--- src/design/tpc_pkg.sv ---
// Shared constants and controller/datapath handshake types for point clustering.
package tpc_pkg;

    localparam int MAX_POINTS_DEF = 64;
    localparam int COORD_BITS_DEF = 12;
    localparam int THR_W          = 12;
    localparam int THR_RESET      = 100;
    localparam int MEMBER_W       = 7;

    typedef struct packed {
        logic load;       // store the input point
        logic start;      // arm masks for a new set
        logic rd;         // read point store at idx
        logic seed;       // take idx as cluster seed
        logic seed_ld;    // init sums from read data
        logic latch_j;    // hold candidate point
        logic absorb;     // move candidate into cluster
        logic div_start;  // start centroid division
        logic emit;       // load the output register
        logic clear;      // drop the set
    } tpc_cmd_t;

    typedef struct packed {
        logic unassigned_bit;
        logic member_bit;
        logic near;
        logic div_done;
        logic out_busy;
    } tpc_status_t;

endpackage

--- src/design/threshold_point_clustering.sv ---
// Threshold point clustering: loads a point set, emits one centroid per cluster.
//
// Input channel (s_valid/s_ready): one point per transfer, one per cycle while
// loading. The transfer with s_last_point set closes the set; the input then
// stays stalled until every cluster of the set has been transferred out.
// Points past MAX_POINTS are dropped and m_overflow is set on that set's results.
// Config channel (cfg_valid/cfg_ready): always ready; write distance_threshold
// only while no set is in progress.
// Result channel (m_valid/m_ready): one transfer per cluster, in seed order,
// with m_last_cluster on the final one. A stalled receiver holds the sequencer.
// Sequencing: clustering walks the store with one RAM read port. Each candidate
// test reads the candidate, then scans the store for members, reading each one
// and comparing its distance, and stops at the first member in range; each
// result then runs a serial division and waits for its result transfer.
// Reset: synchronous active-low aresetn empties the store, sets the threshold
// to 100 and drops any pending result.
module threshold_point_clustering #(
    parameter int MAX_POINTS = tpc_pkg::MAX_POINTS_DEF,
    parameter int COORD_BITS = tpc_pkg::COORD_BITS_DEF
) (
    input  logic                         aclk,
    input  logic                         aresetn,
    input  logic                         cfg_valid,
    output logic                         cfg_ready,
    input  logic [tpc_pkg::THR_W-1:0]    cfg_data,
    input  logic                         s_valid,
    output logic                         s_ready,
    input  logic [COORD_BITS-1:0]        s_point_x,
    input  logic [COORD_BITS-1:0]        s_point_y,
    input  logic                         s_last_point,
    output logic                         m_valid,
    input  logic                         m_ready,
    output logic [COORD_BITS-1:0]        m_centroid_x,
    output logic [COORD_BITS-1:0]        m_centroid_y,
    output logic [tpc_pkg::MEMBER_W-1:0] m_member_count,
    output logic                         m_last_cluster,
    output logic                         m_overflow
);
    import tpc_pkg::*;

    localparam int CNT_W = $clog2(MAX_POINTS + 1);

    tpc_cmd_t         cmd;
    tpc_status_t      status;
    logic [CNT_W-1:0] idx;
    logic [CNT_W-1:0] loaded_cnt;
    logic [CNT_W-1:0] rem_cnt;

    assign cfg_ready = 1'b1;

    tpc_controller #(.MAX_POINTS(MAX_POINTS)) u_ctrl (
        .aclk         (aclk),
        .aresetn      (aresetn),
        .s_valid      (s_valid),
        .s_ready      (s_ready),
        .s_last_point (s_last_point),
        .status       (status),
        .loaded_cnt   (loaded_cnt),
        .rem_cnt      (rem_cnt),
        .cmd          (cmd),
        .idx          (idx)
    );

    tpc_datapath #(.MAX_POINTS(MAX_POINTS), .COORD_BITS(COORD_BITS)) u_dp (
        .aclk           (aclk),
        .aresetn        (aresetn),
        .cmd            (cmd),
        .idx            (idx),
        .status         (status),
        .loaded_cnt     (loaded_cnt),
        .rem_cnt        (rem_cnt),
        .cfg_valid      (cfg_valid),
        .cfg_data       (cfg_data),
        .s_point_x      (s_point_x),
        .s_point_y      (s_point_y),
        .m_valid        (m_valid),
        .m_ready        (m_ready),
        .m_centroid_x   (m_centroid_x),
        .m_centroid_y   (m_centroid_y),
        .m_member_count (m_member_count),
        .m_last_cluster (m_last_cluster),
        .m_overflow     (m_overflow)
    );

endmodule

--- src/design/tpc_ram.sv ---
// Generic single-write, single-read RAM with registered read data.
module tpc_ram #(
    parameter int WIDTH = 24,
    parameter int DEPTH = 64
) (
    input  logic                     aclk,
    input  logic                     wr_en,
    input  logic [$clog2(DEPTH)-1:0] wr_addr,
    input  logic [WIDTH-1:0]         wr_data,
    input  logic                     rd_en,
    input  logic [$clog2(DEPTH)-1:0] rd_addr,
    output logic [WIDTH-1:0]         rd_data
);

    logic [WIDTH-1:0] mem [DEPTH];
    logic [WIDTH-1:0] rd_data_reg;

    always_ff @(posedge aclk) begin
        if (wr_en) begin
            mem[wr_addr] <= wr_data;
        end
        if (rd_en) begin
            rd_data_reg <= mem[rd_addr];
        end
    end

    assign rd_data = rd_data_reg;

endmodule

--- src/design/tpc_divider.sv ---
// Restoring divider, one quotient bit per cycle.
module tpc_divider #(
    parameter int NUM_W = 19,
    parameter int DEN_W = 7
) (
    input  logic             aclk,
    input  logic             aresetn,
    input  logic             start,
    input  logic [NUM_W-1:0] dividend,
    input  logic [DEN_W-1:0] divisor,
    output logic             done,
    output logic [NUM_W-1:0] quotient
);

    localparam int CNT_W = $clog2(NUM_W + 1);

    logic [NUM_W-1:0] quo_reg;
    logic [DEN_W-1:0] rem_reg;
    logic [DEN_W-1:0] den_reg;
    logic [CNT_W-1:0] cnt_reg;
    logic             done_reg;
    logic [DEN_W:0]   trial;
    logic             fits;

    assign trial = {rem_reg, quo_reg[NUM_W-1]};
    assign fits  = trial >= {1'b0, den_reg};

    always_ff @(posedge aclk) begin
        if (!aresetn) begin
            cnt_reg  <= '0;
            done_reg <= 1'b0;
        end else begin
            done_reg <= 1'b0;
            if (start) begin
                cnt_reg <= CNT_W'(NUM_W);
            end else if (cnt_reg != '0) begin
                cnt_reg <= cnt_reg - 1'b1;
                if (cnt_reg == CNT_W'(1)) begin
                    done_reg <= 1'b1;
                end
            end
        end
    end

    always_ff @(posedge aclk) begin
        if (start) begin
            quo_reg <= dividend;
            rem_reg <= '0;
            den_reg <= divisor;
        end else if (cnt_reg != '0) begin
            quo_reg <= {quo_reg[NUM_W-2:0], fits};
            rem_reg <= fits ? DEN_W'(trial - {1'b0, den_reg}) : trial[DEN_W-1:0];
        end
    end

    assign done     = done_reg;
    assign quotient = quo_reg;

endmodule

--- src/design/tpc_datapath.sv ---
// Point store, cluster masks, distance compare, sums and output register.
module tpc_datapath #(
    parameter int MAX_POINTS = 64,
    parameter int COORD_BITS = 12
) (
    input  logic                               aclk,
    input  logic                               aresetn,
    input  tpc_pkg::tpc_cmd_t                  cmd,
    input  logic [$clog2(MAX_POINTS+1)-1:0]    idx,
    output tpc_pkg::tpc_status_t               status,
    output logic [$clog2(MAX_POINTS+1)-1:0]    loaded_cnt,
    output logic [$clog2(MAX_POINTS+1)-1:0]    rem_cnt,
    input  logic                               cfg_valid,
    input  logic [tpc_pkg::THR_W-1:0]          cfg_data,
    input  logic [COORD_BITS-1:0]              s_point_x,
    input  logic [COORD_BITS-1:0]              s_point_y,
    output logic                               m_valid,
    input  logic                               m_ready,
    output logic [COORD_BITS-1:0]              m_centroid_x,
    output logic [COORD_BITS-1:0]              m_centroid_y,
    output logic [tpc_pkg::MEMBER_W-1:0]       m_member_count,
    output logic                               m_last_cluster,
    output logic                               m_overflow
);
    import tpc_pkg::*;

    localparam int IDX_W   = $clog2(MAX_POINTS);
    localparam int CNT_W   = $clog2(MAX_POINTS + 1);
    localparam int SUM_W   = COORD_BITS + CNT_W;
    localparam int LIMIT_W = 2 * THR_W;
    localparam int SQ_W    = 2 * COORD_BITS;
    localparam int DIST_W  = (SQ_W + 1 > LIMIT_W) ? SQ_W + 1 : LIMIT_W;

    logic [CNT_W-1:0]        cnt_reg;
    logic                    ovf_reg;
    logic [MAX_POINTS-1:0]   unassigned_reg;
    logic [MAX_POINTS-1:0]   member_reg;
    logic [CNT_W-1:0]        rem_reg;
    logic [CNT_W-1:0]        members_reg;
    logic [SUM_W-1:0]        sx_reg;
    logic [SUM_W-1:0]        sy_reg;
    logic [COORD_BITS-1:0]   jx_reg;
    logic [COORD_BITS-1:0]   jy_reg;
    logic [SQ_W-1:0]         sqx_reg;
    logic [SQ_W-1:0]         sqy_reg;
    logic [LIMIT_W-1:0]      limit_reg;
    logic                    m_valid_reg;
    logic [COORD_BITS-1:0]   cx_reg;
    logic [COORD_BITS-1:0]   cy_reg;
    logic [MEMBER_W-1:0]     mc_reg;
    logic                    last_reg;
    logic                    movf_reg;

    logic [2*COORD_BITS-1:0] rd_data;
    logic [COORD_BITS-1:0]   rx;
    logic [COORD_BITS-1:0]   ry;
    logic [COORD_BITS-1:0]   dx;
    logic [COORD_BITS-1:0]   dy;
    logic [DIST_W-1:0]       dist_sum;
    logic [IDX_W-1:0]        addr;
    logic                    store_en;
    logic [SUM_W-1:0]        qx;
    logic [SUM_W-1:0]        qy;
    logic                    done_x;
    logic                    done_y;

    assign addr     = idx[IDX_W-1:0];
    assign store_en = cmd.load && (cnt_reg < CNT_W'(MAX_POINTS));

    tpc_ram #(.WIDTH(2 * COORD_BITS), .DEPTH(MAX_POINTS)) u_store (
        .aclk    (aclk),
        .wr_en   (store_en),
        .wr_addr (cnt_reg[IDX_W-1:0]),
        .wr_data ({s_point_y, s_point_x}),
        .rd_en   (cmd.rd),
        .rd_addr (addr),
        .rd_data (rd_data)
    );

    assign rx = rd_data[COORD_BITS-1:0];
    assign ry = rd_data[2*COORD_BITS-1:COORD_BITS];
    assign dx = (rx > jx_reg) ? rx - jx_reg : jx_reg - rx;
    assign dy = (ry > jy_reg) ? ry - jy_reg : jy_reg - ry;
    assign dist_sum = DIST_W'(sqx_reg) + DIST_W'(sqy_reg);

    tpc_divider #(.NUM_W(SUM_W), .DEN_W(CNT_W)) u_div_x (
        .aclk     (aclk),
        .aresetn  (aresetn),
        .start    (cmd.div_start),
        .dividend (sx_reg),
        .divisor  (members_reg),
        .done     (done_x),
        .quotient (qx)
    );

    tpc_divider #(.NUM_W(SUM_W), .DEN_W(CNT_W)) u_div_y (
        .aclk     (aclk),
        .aresetn  (aresetn),
        .start    (cmd.div_start),
        .dividend (sy_reg),
        .divisor  (members_reg),
        .done     (done_y),
        .quotient (qy)
    );

    always_ff @(posedge aclk) begin
        if (!aresetn) begin
            cnt_reg        <= '0;
            ovf_reg        <= 1'b0;
            unassigned_reg <= '0;
            member_reg     <= '0;
            rem_reg        <= '0;
            limit_reg      <= LIMIT_W'(THR_RESET * THR_RESET);
            m_valid_reg    <= 1'b0;
        end else begin
            if (cfg_valid) begin
                limit_reg <= LIMIT_W'(cfg_data) * LIMIT_W'(cfg_data);
            end
            if (cmd.load) begin
                if (store_en) begin
                    cnt_reg <= cnt_reg + 1'b1;
                end else begin
                    ovf_reg <= 1'b1;
                end
            end
            if (cmd.start) begin
                // mark every loaded entry as unassigned
                unassigned_reg <= ~({MAX_POINTS{1'b1}} << cnt_reg);
                member_reg     <= '0;
                rem_reg        <= cnt_reg;
            end
            if (cmd.seed) begin
                unassigned_reg[addr] <= 1'b0;
                member_reg           <= MAX_POINTS'(1) << addr;
                rem_reg              <= rem_reg - 1'b1;
            end
            if (cmd.absorb) begin
                unassigned_reg[addr] <= 1'b0;
                member_reg[addr]     <= 1'b1;
                rem_reg              <= rem_reg - 1'b1;
            end
            if (cmd.emit) begin
                m_valid_reg <= 1'b1;
            end else if (m_ready) begin
                m_valid_reg <= 1'b0;
            end
            if (cmd.clear) begin
                cnt_reg        <= '0;
                ovf_reg        <= 1'b0;
                unassigned_reg <= '0;
                member_reg     <= '0;
            end
        end
    end

    always_ff @(posedge aclk) begin
        sqx_reg <= dx * dx;
        sqy_reg <= dy * dy;
        if (cmd.seed_ld) begin
            sx_reg      <= SUM_W'(rx);
            sy_reg      <= SUM_W'(ry);
            members_reg <= CNT_W'(1);
        end
        if (cmd.latch_j) begin
            jx_reg <= rx;
            jy_reg <= ry;
        end
        if (cmd.absorb) begin
            sx_reg      <= sx_reg + SUM_W'(jx_reg);
            sy_reg      <= sy_reg + SUM_W'(jy_reg);
            members_reg <= members_reg + 1'b1;
        end
        if (cmd.emit) begin
            cx_reg   <= qx[COORD_BITS-1:0];
            cy_reg   <= qy[COORD_BITS-1:0];
            mc_reg   <= MEMBER_W'(members_reg);
            last_reg <= rem_reg == '0;
            movf_reg <= ovf_reg;
        end
    end

    assign status.unassigned_bit = unassigned_reg[addr];
    assign status.member_bit     = member_reg[addr];
    assign status.near           = dist_sum < DIST_W'(limit_reg);
    assign status.div_done       = done_x && done_y;
    assign status.out_busy       = m_valid_reg;

    assign loaded_cnt     = cnt_reg;
    assign rem_cnt        = rem_reg;
    assign m_valid        = m_valid_reg;
    assign m_centroid_x   = cx_reg;
    assign m_centroid_y   = cy_reg;
    assign m_member_count = mc_reg;
    assign m_last_cluster = last_reg;
    assign m_overflow     = movf_reg;

endmodule

--- src/design/tpc_controller.sv ---
// Sequencer for loading, seeding, sweeps, division and result transfer.
module tpc_controller #(
    parameter int MAX_POINTS = 64
) (
    input  logic                            aclk,
    input  logic                            aresetn,
    input  logic                            s_valid,
    output logic                            s_ready,
    input  logic                            s_last_point,
    input  tpc_pkg::tpc_status_t            status,
    input  logic [$clog2(MAX_POINTS+1)-1:0] loaded_cnt,
    input  logic [$clog2(MAX_POINTS+1)-1:0] rem_cnt,
    output tpc_pkg::tpc_cmd_t               cmd,
    output logic [$clog2(MAX_POINTS+1)-1:0] idx
);
    import tpc_pkg::*;

    localparam int CNT_W = $clog2(MAX_POINTS + 1);

    typedef enum logic [3:0] {
        LOAD, START, SEED, SEED_LD, SWEEP, J_CHK, J_LD,
        K_CHK, K_WAIT, K_CMP, DIV, DIV_WAIT, OUT_WAIT
    } state_t;

    state_t           state_reg, state_next;
    logic [CNT_W-1:0] j_reg, j_next;
    logic [CNT_W-1:0] k_reg, k_next;
    logic [CNT_W-1:0] s_reg, s_next;
    logic [CNT_W-1:0] sweep_reg, sweep_next;

    always_comb begin
        state_next = state_reg;
        j_next     = j_reg;
        k_next     = k_reg;
        s_next     = s_reg;
        sweep_next = sweep_reg;
        cmd        = '0;
        idx        = j_reg;
        s_ready    = 1'b0;
        case (state_reg)
            LOAD: begin
                s_ready = 1'b1;
                if (s_valid) begin
                    cmd.load = 1'b1;
                    if (s_last_point) begin
                        state_next = START;
                    end
                end
            end
            START: begin
                cmd.start  = 1'b1;
                s_next     = '0;
                state_next = SEED;
            end
            SEED: begin
                idx = s_reg;
                if (status.unassigned_bit) begin
                    cmd.seed   = 1'b1;
                    cmd.rd     = 1'b1;
                    state_next = SEED_LD;
                end else begin
                    s_next = s_reg + 1'b1;
                end
            end
            SEED_LD: begin
                cmd.seed_ld = 1'b1;
                sweep_next  = '0;
                state_next  = SWEEP;
            end
            SWEEP: begin
                if (sweep_reg < rem_cnt) begin
                    j_next     = '0;
                    state_next = J_CHK;
                end else begin
                    state_next = DIV;
                end
            end
            J_CHK: begin
                if (j_reg == loaded_cnt) begin
                    sweep_next = sweep_reg + 1'b1;
                    state_next = SWEEP;
                end else if (status.unassigned_bit) begin
                    cmd.rd     = 1'b1;
                    state_next = J_LD;
                end else begin
                    j_next = j_reg + 1'b1;
                end
            end
            J_LD: begin
                cmd.latch_j = 1'b1;
                k_next      = '0;
                state_next  = K_CHK;
            end
            K_CHK: begin
                idx = k_reg;
                if (k_reg == loaded_cnt) begin
                    j_next     = j_reg + 1'b1;
                    state_next = J_CHK;
                end else if (status.member_bit) begin
                    cmd.rd     = 1'b1;
                    state_next = K_WAIT;
                end else begin
                    k_next = k_reg + 1'b1;
                end
            end
            K_WAIT: begin
                state_next = K_CMP;
            end
            K_CMP: begin
                if (status.near) begin
                    cmd.absorb = 1'b1;
                    j_next     = j_reg + 1'b1;
                    state_next = J_CHK;
                end else begin
                    k_next     = k_reg + 1'b1;
                    state_next = K_CHK;
                end
            end
            DIV: begin
                cmd.div_start = 1'b1;
                state_next    = DIV_WAIT;
            end
            DIV_WAIT: begin
                if (status.div_done) begin
                    cmd.emit   = 1'b1;
                    state_next = OUT_WAIT;
                end
            end
            OUT_WAIT: begin
                // hold until the result transfer completes
                if (!status.out_busy) begin
                    if (rem_cnt == '0) begin
                        cmd.clear  = 1'b1;
                        state_next = LOAD;
                    end else begin
                        state_next = SEED;
                    end
                end
            end
            default: begin
                state_next = LOAD;
            end
        endcase
    end

    always_ff @(posedge aclk) begin
        if (!aresetn) begin
            state_reg <= LOAD;
            j_reg     <= '0;
            k_reg     <= '0;
            s_reg     <= '0;
            sweep_reg <= '0;
        end else begin
            state_reg <= state_next;
            j_reg     <= j_next;
            k_reg     <= k_next;
            s_reg     <= s_next;
            sweep_reg <= sweep_next;
        end
    end

endmodule

--- config.mk ---
export PLATFORM = sky130hd
export DESIGN_NAME = threshold_point_clustering
export DESIGN_NICKNAME = d
export VERILOG_FILES = /design/src/design/tpc_pkg.sv /design/src/design/threshold_point_clustering.sv /design/src/design/tpc_ram.sv /design/src/design/tpc_divider.sv /design/src/design/tpc_datapath.sv /design/src/design/tpc_controller.sv
export SDC_FILE = /design/constraint.sdc
export NUM_CORES = 2
export LEC_CHECK = 0
export BUFFER_PORTS_ARGS = -buffer_cell sky130_fd_sc_hd__buf_2
export CAP_MARGIN = 20
export CORE_MARGIN = 2
export CORE_UTILIZATION = 35
export DETAILED_ROUTE_END_ITERATION = 6
export SLEW_MARGIN = 40
export SYNTH_ARGS = -nofsm -noshare
export SYNTH_HDL_FRONTEND = slang
export SYNTH_SLANG_ARGS = --single-unit
--- constraint.sdc ---
create_clock -name aclk -period 9.03 [get_ports aclk]
set_input_delay 0.4515 -clock aclk [delete_from_list [all_inputs] [get_ports aclk]]
set_output_delay 0.4515 -clock aclk [all_outputs]
set_load 0.1 [all_outputs]
==> flow_summary.toml <==
[global_routing]
antenna_found_initial = 17
grt_pass1_wl_um = 403000
gr-total-overflow = 0
grt_max_degree = 162
first_global_vias = 62323
grtUsageTotal = 0.194

[floorplan]
initial_core_util = 0.351
fp.coreArea_um2 = 270000
fp.dieW_um = 524
dieArea_um2 = 275000
die_h_um = 524
pin_count = 78
rows = 191

[placed_design]
gp_congestion = 0.872
dp_cells = 11432
post_dp_cell_area_um2 = 99800
port_buffers = 76
post-dp-hpwl_um = 167000

[sta]
hold_viol = 0
post-route-period-util = 0.940
relSlewSlack = 0.372
worstMarginPinSlew_ns = 0.942
clock_skew_ns = 0.139
clock.fmax_ghz = 0.118
setup_violations = 0
final_max_slew_viol_count = 0
post-route-min-period_ns = 8.49
setup_total_negative_slack_ns = 0
grt_setup_unrepaired = "false"

[worst_setup_path]
crit_path_start_kind = "register"
path_max_fanout = 6
rr_startpoint = "u_dp.u_store.rd_data[12]$_DFFE_PP_"
path_delay_family = "adder cells"
worst-setup-path-type = "register to register"
cp_slowest_cell = "fa_1"
worst-path-buf-inv = 7
end_kind = "register"
reg2reg_to = "u_dp.sqy_reg[23]$_DFF_P_"
r2r_cells = 34
cp.required_ns = 9.72
ff2ff_setup_slack_ns = 0.54
cp_slowest_stage_delay_ns = 0.53
critical_path.startpoint = "u_dp.u_store.rd_data[12]$_DFFE_PP_"
crit_arrival_ns = 9.18

[yosys]
synth_area_um2 = 94800
yosys.area.top_type = "edfxtp_1"
synth_top_area_frac = 0.541
synth-seq-cells = 1977
synthArstFlopShare = 0
ys_types = 104
syn-num-nets = 8637
avgSynthCellArea_um2 = 11.8
postSynthCellCount = 8031
synth_edf_count = 1707
synthTopCellsByArea = "edfxtp_1 (54%), nand2_1 (6.2%), dfxtp_1 (5.7%)"
yosys_most_used_dff = "edfxtp_1"
seq_area_frac_synth = 0.598
yosysWarnings = 0

[cells_and_area]
nets = 8678
finish.instance_area_um2 = 106000
final_common_cell = "edfxtp_1"
fin_cells = 11805
final_cell_mix = "edfxtp_1 (1707), nand2_1 (1555), nand3_1 (747)"
areaGrowthSynthToFinish_pct = 12.3
drive_above_1_share = 0.105
fin_util = 0.394
nFillCells = 25378
largest_reg_flops = 1536

[routing]
drt_first_iter_violations = 7023
routed_wl_um = 271000
dr.pass1.iters = 7
vias = 64035
remaining_drc_errors = 1
vias_per_cell = 5.42
ant_nets = 0
routedWlPerCell_um = 23.0

[pwr]
switching_share = 0.324
power_frac_seq = 0.383
p_sw_w = 0.00920
p_leak_nw = 39.3
powerDensity_nw_per_um2 = 267
ir_drop_mv = 0.448
total_power_w = 0.0284
clkPwrFrac = 0.293
p_int_w = 0.0192
pwr-share-comb = 0.324

[cts]
h-tree-depth = 4
clk_latency_ns = 0.89
ctsLongestPathBuffers = 4
root_buffer = "clkbuf_16"
cts_sinks = 1977
clkTransAtPathRegs_ns = 0.06
numCtsBuffers = 204
cts_tree = "done"

[job]
cap_violations = 0

[min_path]
hp-start = "s_valid"
hold_path.class = "input pin to register"
hold_depth = 3
hold_path_end = "u_dp.ovf_reg$_SDFFE_PP0P_"

[status]
status = "complete, but fails checks"
failed_checks = "design-rule violations"
## power by group through the flow
stage / clock network [W] / registers (W) / logic (W)
floorplan: 0 / 0.0110 / 0.00693
global placement: 0 / 0.0111 / 0.00900
detailed placement: 0 / 0.0111 / 0.00915
CTS: 0.00845 / 0.0109 / 0.00924
global route: 0.00882 / 0.0109 / 0.0105
finish: 0.00833 / 0.0109 / 0.00920
## logic make-up (layout without fill, tap and decap cells)
group / Yosys count / count (layout) / share of synthesized area
adder cells (fa/ha/maj): 564 / 564 / 0.0936
buffers and inverters: 924 / 1122 / 0.0400
XOR/XNOR: 172 / 172 / 0.0160
flip-flops: 1977 / 1977 / 0.598
multiplexers: 147 / 147 / 0.0288
other: 1 / 7 / 0.0000396
AND/OR/NAND/NOR: 3191 / 3191 / 0.150
AO/OA/AOI/OAI: 1055 / 1055 / 0.0739
## synthesized netlist by cell type, drive strengths merged (55+ instances only)
cell type	number
nand2	1565
nand3	749
nor2	407
dfxtp	270
mux4	99
edfxtp	1707
buf	214
a22o	80
nor3	89
ha	322
and3	100
xor2	55
a211oi	55
and2	59
a31oi	66
o21ai	166
fa	242
xnor2	117
inv	481
a21oi	316
clkbuf	227
## area by class of cell
class / count / area (um2) / area share
Multi-Input combinational cell: 5130 / 34800 / 0.327
Antenna cell: 6 / 15.0 / 0.000141
Timing Repair Buffer: 276 / 2190 / 0.0206
Clock buffer: 263 / 5470 / 0.0514
Sequential cell: 1977 / 56700 / 0.532
Tap cell: 3570 / 4470 / 0.0420
Clock inverter: 100 / 987 / 0.00927
Inverter: 483 / 1810 / 0.0170
## stage by stage
stage | hold WS [ns] | setup WS [ns]
floorplan | 0.409 | 0.956
global placement | 0.414 | 0.301
finish | 0.102 | 0.540
detailed placement | 0.438 | 0.253
CTS | 0.0359 | 0.149
global route | 0.0714 | 0.0159
## per-layer routing
| metal | track usage | routed length (um) |
|---|---|---|
| met1 | 0.266 | 113000 |
| met2 | 0.313 | 126000 |
| met3 | 0.0330 | 23400 |
| met4 | 0.0596 | 8910 |
| met5 | 0 | 53 |
## worst max-delay path by stage
| stage | to | cells past startpoint |
|---|---|---|
| 6_report | u_dp.sqy_reg[23]$_DFF_P_ | 34 |
| 5_1_grt | u_dp.sqy_reg[23]$_DFF_P_ | 34 |
| 4_1_cts | u_dp.sqy_reg[23]$_DFF_P_ | 34 |
| 3_5_place_dp | u_dp.sqy_reg[23]$_DFF_P_ | 34 |
| 3_3_place_gp | u_dp.sqy_reg[23]$_DFF_P_ | 34 |
| 2_1_floorplan | u_dp.sqy_reg[23]$_DFF_P_ | 32 |
## timing repair
action	CTS	global route
hold buffers	1	0
setup endpoints to repair	0	5
setup buffers	0	0
endpoints found under the hold margin	1	0
resized for setup	0	8
## worst min-delay path, stage by stage
cell and delay (ns):
buf_2 0.23, a31oi_1 0.12, nor2_1 0.07
Note: power is estimated with default switching activity, not from simulation.
